==> config.mk <==
export PLATFORM = sky130hd
export DESIGN_NAME = xpsc_back
export DESIGN_NICKNAME = d
export VERILOG_FILES = /design/src/hw/rtl/xpsc_pkg.sv /design/src/hw/rtl/xpsc_back.sv
export SDC_FILE = /design/constraint.sdc
export NUM_CORES = 1
export LEC_CHECK = 0
export BUFFER_PORTS_ARGS = -buffer_cell sky130_fd_sc_hd__buf_2
export CAP_MARGIN = 20
export CORE_ASPECT_RATIO = 1.25
export CORE_UTILIZATION = 60
export DETAILED_ROUTE_END_ITERATION = 16
export PLACE_DENSITY = 0.84
export RECOVER_POWER = 25
export SYNTH_ARGS = -nofsm -noshare
export SYNTH_HDL_FRONTEND = slang
export SYNTH_SLANG_ARGS = --single-unit
==> constraint.sdc <==
create_clock -name clk -period 3.9 [get_ports clk]
set_input_delay 0.585 -clock clk [delete_from_list [all_inputs] [get_ports clk]]
set_output_delay 0.585 -clock clk [all_outputs]
set_load 0.01 [all_outputs]
==> src/hw/rtl/xpsc_pkg.sv <==
// ---------------------------------------------------------------------------
// xpsc_pkg
// Shared types and constants of the path string checker.
// ---------------------------------------------------------------------------
`default_nettype none

package xpsc_pkg;

  localparam int REASON_W = 4;
  localparam int LEN_W    = 9;

  // result reason codes
  localparam logic [REASON_W-1:0] R_OK      = 4'd0;
  localparam logic [REASON_W-1:0] R_LONG    = 4'd1;
  localparam logic [REASON_W-1:0] R_NOLEAD  = 4'd2;
  localparam logic [REASON_W-1:0] R_TRAIL   = 4'd3;
  localparam logic [REASON_W-1:0] R_DSLASH  = 4'd4;
  localparam logic [REASON_W-1:0] R_DOTCOMP = 4'd5;
  localparam logic [REASON_W-1:0] R_BADCH   = 4'd6;
  localparam logic [REASON_W-1:0] R_DOTEND  = 4'd7;
  localparam logic [REASON_W-1:0] R_EMPTY   = 4'd8;

  // character constants
  localparam logic [7:0] CH_A     = 8'h61;
  localparam logic [7:0] CH_Z     = 8'h7a;
  localparam logic [7:0] CH_0     = 8'h30;
  localparam logic [7:0] CH_9     = 8'h39;
  localparam logic [7:0] CH_DASH  = 8'h2d;
  localparam logic [7:0] CH_UNDER = 8'h5f;
  localparam logic [7:0] CH_DOT   = 8'h2e;
  localparam logic [7:0] CH_SLASH = 8'h2f;

  // queue between front and back
  localparam int QDEPTH = 2;
  localparam int QPW    = (QDEPTH > 1) ? $clog2(QDEPTH) : 1;
  localparam int QCW    = $clog2(QDEPTH + 1);

  // classified character beat
  typedef struct packed {
    logic empty;
    logic slash;
    logic dot;
    logic legal;
    logic last;
  } xpsc_cls_t;

  typedef struct packed {
    logic           full;
    logic           empty;
    logic [QCW-1:0] count;
  } xpsc_q_status_t;

endpackage

`default_nettype wire

==> src/hw/rtl/xpsc_back.sv <==
// ---------------------------------------------------------------------------
// xpsc_back
// Phase machine, length count and error latch; holds the result register.
// ---------------------------------------------------------------------------
`default_nettype none

module xpsc_back #(
  parameter int MAX_PATH_LEN = 256
) (
  input  wire logic                          clk,
  input  wire logic                          rst_n,
  input  wire xpsc_pkg::xpsc_cls_t           cls,
  input  wire logic                          q_empty,
  output logic                               take,
  output logic                               out_valid,
  input  wire logic                          out_pop,
  output logic                               out_path_ok,
  output logic [xpsc_pkg::REASON_W-1:0]      out_reason,
  output logic [xpsc_pkg::LEN_W-1:0]         out_path_length
);

  localparam int CW = $clog2(MAX_PATH_LEN + 1);

  typedef enum logic [1:0] {
    PH_START = 2'd0,
    PH_SLASH = 2'd1,
    PH_DOTS  = 2'd2,
    PH_MID   = 2'd3
  } phase_t;

  phase_t                          phase_r, phase_nxt;
  logic [CW-1:0]                   cnt_r, cnt_nxt;
  logic [xpsc_pkg::REASON_W-1:0]   err_r, err_nxt;
  logic                            out_valid_r;
  logic                            out_ok_r;
  logic [xpsc_pkg::REASON_W-1:0]   out_reason_r, reason_nxt;
  logic [xpsc_pkg::LEN_W-1:0]      out_len_r;
  logic [CW+xpsc_pkg::LEN_W-1:0]   cnt_ext;

  assign take            = !q_empty && (!out_valid_r || out_pop);
  assign out_valid       = out_valid_r;
  assign out_path_ok     = out_ok_r;
  assign out_reason      = out_reason_r;
  assign out_path_length = out_len_r;
  // length field keeps the low bits of the saturated count
  assign cnt_ext         = {{xpsc_pkg::LEN_W{1'b0}}, cnt_nxt};

  always_comb begin
    cnt_nxt   = (cnt_r < CW'(MAX_PATH_LEN)) ? cnt_r + 1'b1 : cnt_r;
    phase_nxt = phase_r;
    err_nxt   = err_r;
    unique case (phase_r)
      PH_START: begin
        if (!cls.slash && err_r == xpsc_pkg::R_OK) err_nxt = xpsc_pkg::R_NOLEAD;
        phase_nxt = PH_SLASH;
      end
      PH_SLASH: begin
        if (cls.dot) begin
          phase_nxt = PH_DOTS;
        end else if (cls.slash) begin
          if (err_r == xpsc_pkg::R_OK) err_nxt = xpsc_pkg::R_DSLASH;
        end else begin
          if (!cls.legal && err_r == xpsc_pkg::R_OK) err_nxt = xpsc_pkg::R_BADCH;
          phase_nxt = PH_MID;
        end
      end
      PH_DOTS: begin
        if (cls.slash) begin
          if (err_r == xpsc_pkg::R_OK) err_nxt = xpsc_pkg::R_DOTCOMP;
          phase_nxt = PH_SLASH;
        end else if (!cls.dot) begin
          if (!cls.legal && err_r == xpsc_pkg::R_OK) err_nxt = xpsc_pkg::R_BADCH;
          phase_nxt = PH_MID;
        end
      end
      PH_MID: begin
        if (cls.slash) begin
          phase_nxt = PH_SLASH;
        end else if (!cls.legal && err_r == xpsc_pkg::R_OK) begin
          err_nxt = xpsc_pkg::R_BADCH;
        end
      end
      default: phase_nxt = PH_START;
    endcase

    priority if (cnt_nxt == CW'(MAX_PATH_LEN)) begin
      reason_nxt = xpsc_pkg::R_LONG;
    end else if (err_nxt == xpsc_pkg::R_NOLEAD) begin
      reason_nxt = xpsc_pkg::R_NOLEAD;
    end else if (cls.slash) begin
      reason_nxt = xpsc_pkg::R_TRAIL;
    end else if (err_nxt != xpsc_pkg::R_OK) begin
      reason_nxt = err_nxt;
    end else if (phase_nxt == PH_DOTS) begin
      reason_nxt = xpsc_pkg::R_DOTEND;
    end else begin
      reason_nxt = xpsc_pkg::R_OK;
    end
  end

  always_ff @(posedge clk) begin
    if (!rst_n) begin
      phase_r     <= PH_START;
      cnt_r       <= '0;
      err_r       <= xpsc_pkg::R_OK;
      out_valid_r <= 1'b0;
    end else begin
      if (take && (cls.empty || cls.last)) begin
        out_valid_r <= 1'b1;
      end else if (out_pop) begin
        out_valid_r <= 1'b0;
      end
      if (take) begin
        if (cls.empty) begin
          // empty beat drops any pending path
          phase_r      <= PH_START;
          cnt_r        <= '0;
          err_r        <= xpsc_pkg::R_OK;
          out_ok_r     <= 1'b0;
          out_reason_r <= xpsc_pkg::R_EMPTY;
          out_len_r    <= '0;
        end else if (cls.last) begin
          phase_r      <= PH_START;
          cnt_r        <= '0;
          err_r        <= xpsc_pkg::R_OK;
          out_ok_r     <= (reason_nxt == xpsc_pkg::R_OK);
          out_reason_r <= reason_nxt;
          out_len_r    <= cnt_ext[xpsc_pkg::LEN_W-1:0];
        end else begin
          phase_r <= phase_nxt;
          cnt_r   <= cnt_nxt;
          err_r   <= err_nxt;
        end
      end
    end
  end

endmodule

`default_nettype wire

# ---- Word level (Yosys, flattened, before mapping)
# Index checks and enable logic that the tools add are counted.
dict set report totals {
  reg_bits 30
  output_inout_bits 16
}
dict set report op_classes {
  addsub 1
  n_lt_le_gt_ge 1
  n_eq_ne 6
  muxes 33
  n_reduce_logical 17
}
# operator count
set ops {}
lappend ops {{two-way mux 4 bit} 16}
lappend ops {{two-way mux 9 bit} 4}
lappend ops {{one-hot mux 4 bit (4 select lines)} 1}
lappend ops {{two-way mux 2 bit} 7}
lappend ops {{adder 9 x 1 -> 9 bit, second input constant} 1}
lappend ops {{== test 9 bit, second input constant} 1}
lappend ops {{less-than comparator 9 bit, second input constant} 1}
lappend ops {{logical NOT 4 bit} 2}
lappend ops {{one-hot mux 2 bit (4 select lines)} 1}
lappend ops {{== test 2 bit, second input constant} 3}
lappend ops {{== test 4 x 2 -> 1 bit, second input constant} 1}
lappend ops {{logical AND 1 bit} 4}
lappend ops {{logical NOT 1 bit} 4}
lappend ops {{nonzero test 2 bit} 2}
lappend ops {{nonzero test 4 bit} 1}
lappend ops {{two-way mux 1 bit} 3}
lappend ops {{two-way mux 3 bit} 1}
lappend ops {{AND reduction 3 bit} 1}
lappend ops {{== test 2 x 1 -> 1 bit, second input constant} 1}
lappend ops {{logical NOT 2 bit} 1}
lappend ops {{logical OR 1 bit} 2}

# ---- Longest topological paths before layout
# Gate-level depths: netlist (run 1).
dict set report depth {
  depth_word 13
  mapped_depth 7
  ltp_nobuf 6
}

# ---- Least setup slack after synthesis (run 1)
# No wires, ideal clock.
dict set report synth_timing {
  path_type {register to register}
  startpoint {register cnt_r[1]}
  endpoint {register out_ok_r (netlist: out_path_ok) (data pin)}
  arrival_ns 1.711
  required_ns 3.644
  slack_ns 1.933
  path_stages_with_launch 7
  path_buffers 0
  synth_period_minus_slack_ns 1.967
  cell_sequence {dfxtp_1 ha_1 and2b_1 and3_1 a41oi_2 or3_1 and4_1}
}
dict set report synth_via {
  elab_chain_len 6
  elab_cells_between_ends 7
  classes_between {1 x add/sub; 1 x order compare; 1 x eq/ne; 3 x mux; 1 x reduce/logical}
}
# element line_no
set synth_lines {}
lappend synth_lines {{start, declared} xpsc_back.sv:32} ;# logic [CW-1:0] cnt_r, cnt_nxt;
lappend synth_lines {{start signal, assigned} xpsc_back.sv:131} ;# cnt_r <= cnt_nxt;
lappend synth_lines {{adder 9 x 1 -> 9 bit / less-than comparator 9 bit (equally long branches)} xpsc_back.sv:49} ;# cnt_nxt = (cnt_r < CW'(MAX_PATH_LEN)) ? cnt_r + 1'b1 : cnt_r;
lappend synth_lines {{two-way mux 9 bit (*)} xpsc_back.sv:49}
lappend synth_lines {{== test 9 bit (*)} xpsc_back.sv:86} ;# priority if (cnt_nxt == CW'(MAX_PATH_LEN)) begin
lappend synth_lines {{two-way mux 4 bit (*)} xpsc_back.sv:86}
lappend synth_lines {{logical NOT 4 bit (*)} xpsc_back.sv:126} ;# out_ok_r <= (reason_nxt == xpsc_pkg::R_OK);
lappend synth_lines {{two-way mux 1 bit (*)} xpsc_back.sv:122} ;# end else if (cls.last) begin
lappend synth_lines {{end signal, assigned} xpsc_back.sv:126}
lappend synth_lines {{end, declared} xpsc_back.sv:35} ;# logic out_ok_r;
# Mark *: on every way between the ends. The rest lies on a longest branch, timed or not. The select of a mux whose other input is x is not followed.
# A chain may end at the register's enable or synchronous reset.

# ---- Worst setup path in the final report (run 1)
dict set report layout_timing {
  startpoint {register cnt_r[0]}
  endpoint {register out_ok_r (netlist: out_path_ok) (data pin)}
}
# Same word-level chain as after synthesis.

==> flow_summary.json, run 1 <==
{
  "fill_cells": 207,
  "grt_max_degree": 16,
  "tightest_slew_ns": 0.607,
  "num_rows": 20,
  "synth_area_leaders": "edfxtp_1 (26%), dfxtp_1 (20%), nor2_1 (4.4%)",
  "finalHoldViolations": 0,
  "grt.total_usage_pct": 25.2,
  "p_sw_share_pct": 24.7,
  "power_frac_comb_pct": 8.8,
  "use_met3_pct": 4.83,
  "crit_required_ns": 4.00,
  "ir_drop_v": 0.000254,
  "pwr-share-seq_pct": 61.0,
  "cap_violations": 0,
  "postRouteWirelength_mm": 3.26,
  "syn_to_final_growth_pct": 8.20,
  "antenna_found_initial": 0,
  "yosysTopAreaCellShare_pct": 25.7,
  "vias_per_cell": 6.01,
  "final_max_slew_viol_count": 0,
  "first_pass_iters": 5,
  "drc": 0,
  "clk_latency_ns": 0.33,
  "start_util_pct": 65.3,
  "post-route-period-util_pct": 57.2,
  "gp_congestion": 0.927,
  "rsz0062_at_grt": "false",
  "finalCriticalPeriod_ns": 2.23,
  "arrival_ns": 2.33,
  "path_clk_slew_ns": 0.09,
  "die_w_um": 48.7,
  "holdWs_ns": 0.525,
  "finalClockSkew_ns": 0.00935,
  "layout.nets": 207,
  "overflow": 0,
  "via_count": 1389,
  "outcome": "complete, no violations",
  "fin_setup_tns_ns": 0,
  "post-cts-setup-buffer-count": 0,
  "busiest_layer": "met2",
  "port-buffer-count": 24,
  "syn-cell-area_mm2": 0.00163,
  "drtIter0Drc": 79,
  "hp-class": "flip-flop to flip-flop",
  "clockBufferDepth": 2,
  "cts_root_buf": "clkbuf_4",
  "synth-seq-cells": 30,
  "critPathKind": "flip-flop to flip-flop",
  "powerDensity_mw_per_mm2": 316,
  "synth_edf_count": 14,
  "synthArstFlopShare_pct": 0,
  "drtAntennaViolNets": 0,
  "ctsHoldBuffers": 0,
  "synth_area_leader_cell": "edfxtp_1",
  "clock_sinks": 30,
  "cts_resized": 0,
  "antenna_cells": 0,
  "numCtsBuffers": 5,
  "coreArea_mm2": 0.00250,
  "syn_nets": 185,
  "critPathMaxFanout": 8,
  "wl_per_cell_um": 14.1,
  "ys_warn_count": 0,
  "leakage_uw": 0.000647,
  "critPathCaptureType": "flip-flop",
  "design.die.area_mm2": 0.00294,
  "grt_pass1_wl_mm": 5.57,
  "synthFlopType": "dfxtp_1",
  "drive_gt1_share_pct": 13.1,
  "use_met2_pct": 46.6,
  "htreeDepth": 2,
  "grt_pass1_vias": 1289,
  "switching_power_uw": 138,
  "p_int_uw": 421,
  "slew_headroom_pct": 59.5,
  "use_met1_pct": 27.1,
  "hpwl_mm": 2.43,
  "yosysSeqAreaShare_pct": 45.4,
  "io_pins": 25,
  "synth_area_per_cell_um2": 9.33,
  "cts_tree": "done",
  "startpoint_type": "flip-flop",
  "die_y_um": 60.3,
  "yosysUniqueCellTypes": 48,
  "clkPwrFrac_pct": 30.2,
  "fmax_mhz": 448,
  "setup_viol": 0,
  "synthCells": 175
}
[power by group through the flow]
stage / combinational (uW) / sequential [uW] / clock, uW
after global placement: 48.4 / 348 / 0
after global routing: 54.7 / 342 / 187
after CTS: 50.3 / 341 / 171
after floorplan: 31.8 / 349 / 0
final: 49.2 / 341 / 169
after detailed placement: 50.0 / 348 / 0
[cell usage after synthesis (2+ instances only)]
cell type and count:
a21boi_0 2, a21oi_1 11, a22oi_1 3, a31oi_1 2, and2_1 3, and3_1 3, buf_2 2, buf_6 3
clkbuf_1 3, dfxtp_1 16, edfxtp_1 14, inv_1 5, nand2_1 8, nand2b_1 3, nand3_1 2, nand3b_1 2
nand4b_1 2, nor2_1 19, nor2b_1 7, nor3_1 11, nor3b_1 3, nor4_1 2, o21a_1 2, o21ai_0 13
o31ai_1 2, or2_2 2, or3_1 4, xnor2_1 3, xor2_1 4
[cell usage in the layout (no fill, tap or decap), drive strengths merged, types with 4 or more instances in the layout]
cell    count
dfxtp      16
inv         5
buf        12
edfxtp     14
clkbuf     18
nor2       20
nor2b       7
nor3       11
or3         4
a21oi      11
xor2        4
nand2       8
o21ai      14
[flip-flops by register name, summed over array words and instances (netlist names)]
| register | flops |
|---|---|
| cnt_r | 9 |
| out_path_length | 9 |
| err_r | 4 |
| out_reason | 4 |
| phase_r | 2 |
| out_path_ok | 1 |
| out_valid | 1 |
[worst max-delay path, cell delays in order, from the launching register on]
cell and delay [ns]:
dfxtp_1 0.53, ha_1 0.29, and2b_1 0.23, and3_1 0.27, a41oi_2 0.14, or3_1 0.35
and4_1 0.18
[logic make-up (layout without fill, tap and decap cells)]
| logic type | Yosys count | after routing | synth area share (%) |
|---|---|---|---|
| AO/OA/AOI/OAI | 42 | 42 | 16.2 |
| XOR/XNOR | 7 | 7 | 3.75 |
| adder cells (fa/ha/maj) | 1 | 1 | 0.766 |
| buffers and inverters | 15 | 38 | 5.21 |
| flip-flops | 30 | 30 | 45.4 |
| AND/OR/NAND/NOR | 80 | 80 | 28.7 |
[layer usage]
| metal | vias up | share of wire [%] |
|---|---|---|
| met3 | 8 | 5.5 |
| met4 | 0 | 1.8 |
| met5 | - | 0 |
| met1 | 650 | 41 |
| li1 | 678 | - |
| met2 | 53 | 52 |
[metrics by stage]
step / power (uW) / area (um^2) / std cells / setup WS (ns) / utilization [%]
2_1_floorplan: 381 / 1630 / 175 / 1.93 / -
3_3_place_gp: 396 / 1730 / 223 / 1.74 / 69.2
3_5_place_dp: 398 / 1730 / 223 / 1.69 / 69.2
4_1_cts: 562 / 1780 / 231 / 1.68 / 71.2
5_1_grt: 584 / 1770 / 231 / 1.52 / 70.6
6_report: 559 / 1770 / 231 / 1.67 / 70.6
[final cells by class]
| type | instances | area, um^2 | share of cell area, % |
|---|---|---|---|
| Clock buffer | 6 | 41.3 | 2.34 |
| Clock inverter | 2 | 8.76 | 0.496 |
| Inverter | 6 | 22.5 | 1.27 |
| Multi-Input combinational cell | 130 | 807 | 45.7 |
| Sequential cell | 30 | 741 | 41.9 |
| Tap cell | 33 | 41.3 | 2.34 |
| Timing Repair Buffer | 24 | 105 | 5.95 |
[path summary, 6_finish.rpt]
kind         slack, ns          end  cells after the start      from
max reg2reg       1.67  out_path_ok                      6  cnt_r[0]
max               1.67  out_path_ok                      6  cnt_r[0]
min               0.53     err_r[3]                      2  err_r[3]
min reg2reg       0.53     err_r[3]                      2  err_r[3]
No activity file was read; power rests on OpenSTA's default activity.
==> inputs of run 2 (changes only) <==
--- a/config.mk
+++ b/config.mk
@@ -8,9 +8,9 @@
 export BUFFER_PORTS_ARGS = -buffer_cell sky130_fd_sc_hd__buf_2
 export CAP_MARGIN = 20
 export CORE_ASPECT_RATIO = 1.25
-export CORE_UTILIZATION = 60
+export CORE_UTILIZATION = 50
 export DETAILED_ROUTE_END_ITERATION = 16
-export PLACE_DENSITY = 0.84
+export PLACE_DENSITY = 0.74
 export RECOVER_POWER = 25
 export SYNTH_ARGS = -nofsm -noshare
 export SYNTH_HDL_FRONTEND = slang
==> constraint.sdc (replaced) <==
create_clock -name clk -period 1.9 [get_ports clk]
set_input_delay 0.285 -clock clk [delete_from_list [all_inputs] [get_ports clk]]
set_output_delay 0.285 -clock clk [all_outputs]
set_load 0.01 [all_outputs]
==> flow_summary.json, run 2 (synthesis gave the netlist of run 1 again) <==
{
  "cts_tree": "done",
  "drtAntennaViolNets": 0,
  "fmax_mhz": 508,
  "leakage_uw": 0.000703,
  "rsz0062_at_grt": "true",
  "start_util_pct": 53.9,
  "clockBufferDepth": 2,
  "crit_chain": "ha_4, xor2_2, nor4b_2, o2111ai_2, or3_4, and4_1",
  "drive_gt1_share_pct": 23.4,
  "port-buffer-count": 24,
  "fin_setup_tns_ns": -0.0688,
  "wl_per_cell_um": 14.9,
  "drc": 0,
  "startpoint_type": "flip-flop",
  "fin_area_mm2": 0.00191,
  "overflow": 0,
  "post-route-period-util_pct": 104,
  "first_pass_iters": 4,
  "finalClockSkew_ns": 0.00380,
  "path_clk_slew_ns": 0.09,
  "antenna_found_initial": 0,
  "antenna_cells": 0,
  "grt_pass1_vias": 1307,
  "io_pins": 25,
  "vias_per_cell": 5.91,
  "hpwl_mm": 2.60,
  "setup_viol": 1,
  "numCtsBuffers": 5,
  "dp_slack_ns": -0.0448,
  "grt_pass1_wl_mm": 5.83,
  "grt.total_usage_pct": 23.2,
  "gp_congestion": 0.852,
  "critPathKind": "flip-flop to flip-flop",
  "design.die.area_mm2": 0.00350,
  "cp_slowest_cell": "or3_4",
  "dpl_cell_area_mm2": 0.00182,
  "num_rows": 22,
  "ctsHoldBuffers": 0,
  "grt_max_degree": 16,
  "htreeDepth": 2,
  "postRouteWirelength_mm": 3.66,
  "layout_setup_ws_ns": -0.0688,
  "critPathCaptureType": "flip-flop",
  "final_max_slew_viol_count": 0,
  "ir_drop_v": 0.000378,
  "post-cts-setup-buffer-count": 0,
  "via_count": 1448,
  "powerDensity_mw_per_mm2": 606,
  "outcome": "finished with violations",
  "total_power_uw": 1160,
  "syn_to_final_growth_pct": 17.0,
  "layout.nets": 218,
  "critPathMaxFanout": 4,
  "drtIter0Drc": 55,
  "final_common_cell": "nor2_1",
  "final_cell_mix": "nor2_1 (19), clkbuf_1 (14), edfxtp_1 (14), o21ai_0 (12), dfxtp_1 (12)",
  "die_y_um": 65.9,
  "slew_headroom_pct": 57.6,
  "clk_latency_ns": 0.33,
  "final_core_util_pct": 63.1,
  "finalHoldViolations": 0,
  "hp-class": "primary input to flip-flop",
  "tightest_slew_ns": 0.636,
  "failed_checks": "setup timing",
  "clock_sinks": 30,
  "cts_root_buf": "clkbuf_4",
  "finalCriticalPeriod_ns": 1.97,
  "cap_violations": 0,
  "slowest_delay_ns": 0.36,
  "crit_required_ns": 2.00,
  "coreArea_mm2": 0.00303,
  "die_w_um": 53.1,
  "arrival_ns": 2.06
}
[run 2: cell types whose count changed in the layout (fill, tap and decap cells not counted), sizes merged]
cell | previous run | this run
buf | 12 | 22
clkbuf | 18 | 19
[run 2: path summary, 6_finish.rpt]
check,startpoint,to,slack [ns],depth (start not counted)
hold / removal,rst_n,cnt_r[5],0.28,2
setup reg to reg,cnt_r[1],out_path_ok,-0.07,6
setup / recovery,cnt_r[1],out_path_ok,-0.07,6
hold reg to reg,err_r[3],err_r[3],0.53,2
[run 2: cell type report]
type,instances,area (um^2)
fillers,275,1120
flip-flops and latches,30,746
well taps,36,45.0
repair buffers,35,186
clock buffers,6,41.3
clock inverters,2,8.76
inverters,6,22.5
multi-input cells,130,861
[run 2: metrics by stage]
stage | hold slack, ns | cells
floorplan | 0.413 | 175
global placement | 0.512 | 237
detailed placement | 0.508 | 237
CTS | 0.283 | 245
global route | 0.280 | 245
finish | 0.281 | 245
[run 2: power by group]
group	switching (uW)	internal [uW]
clock network	209	139
registers	9.12	689
logic	70.4	42.3
[run 2: timing repair]
item                       4_1_cts  5_1_grt
hold endpoints to repair         0        0
setup endpoints to repair        3        6
resized for setup                1       12
pin swaps                        0        5
[run 2: critical path, delay by kind of cell, from the launching register on]
family                     cells  cell delay [ns]
and+or+nand+nor                3             0.86
DFF                            1             0.34
AOI/OAI and AO/OA              1             0.21
adders and majority gates      1             0.17
xor gates and xnor gates       1             0.15
[run 2: per-layer routing]
metal | GRT usage, % | up-vias | share of wire, %
li1 | - | 700 | -
met1 | 26.7 | 665 | 41
met2 | 37.5 | 64 | 48
met3 | 6.44 | 19 | 6.8
met4 | 13.8 | 0 | 3.8
met5 | 0 | - | 0
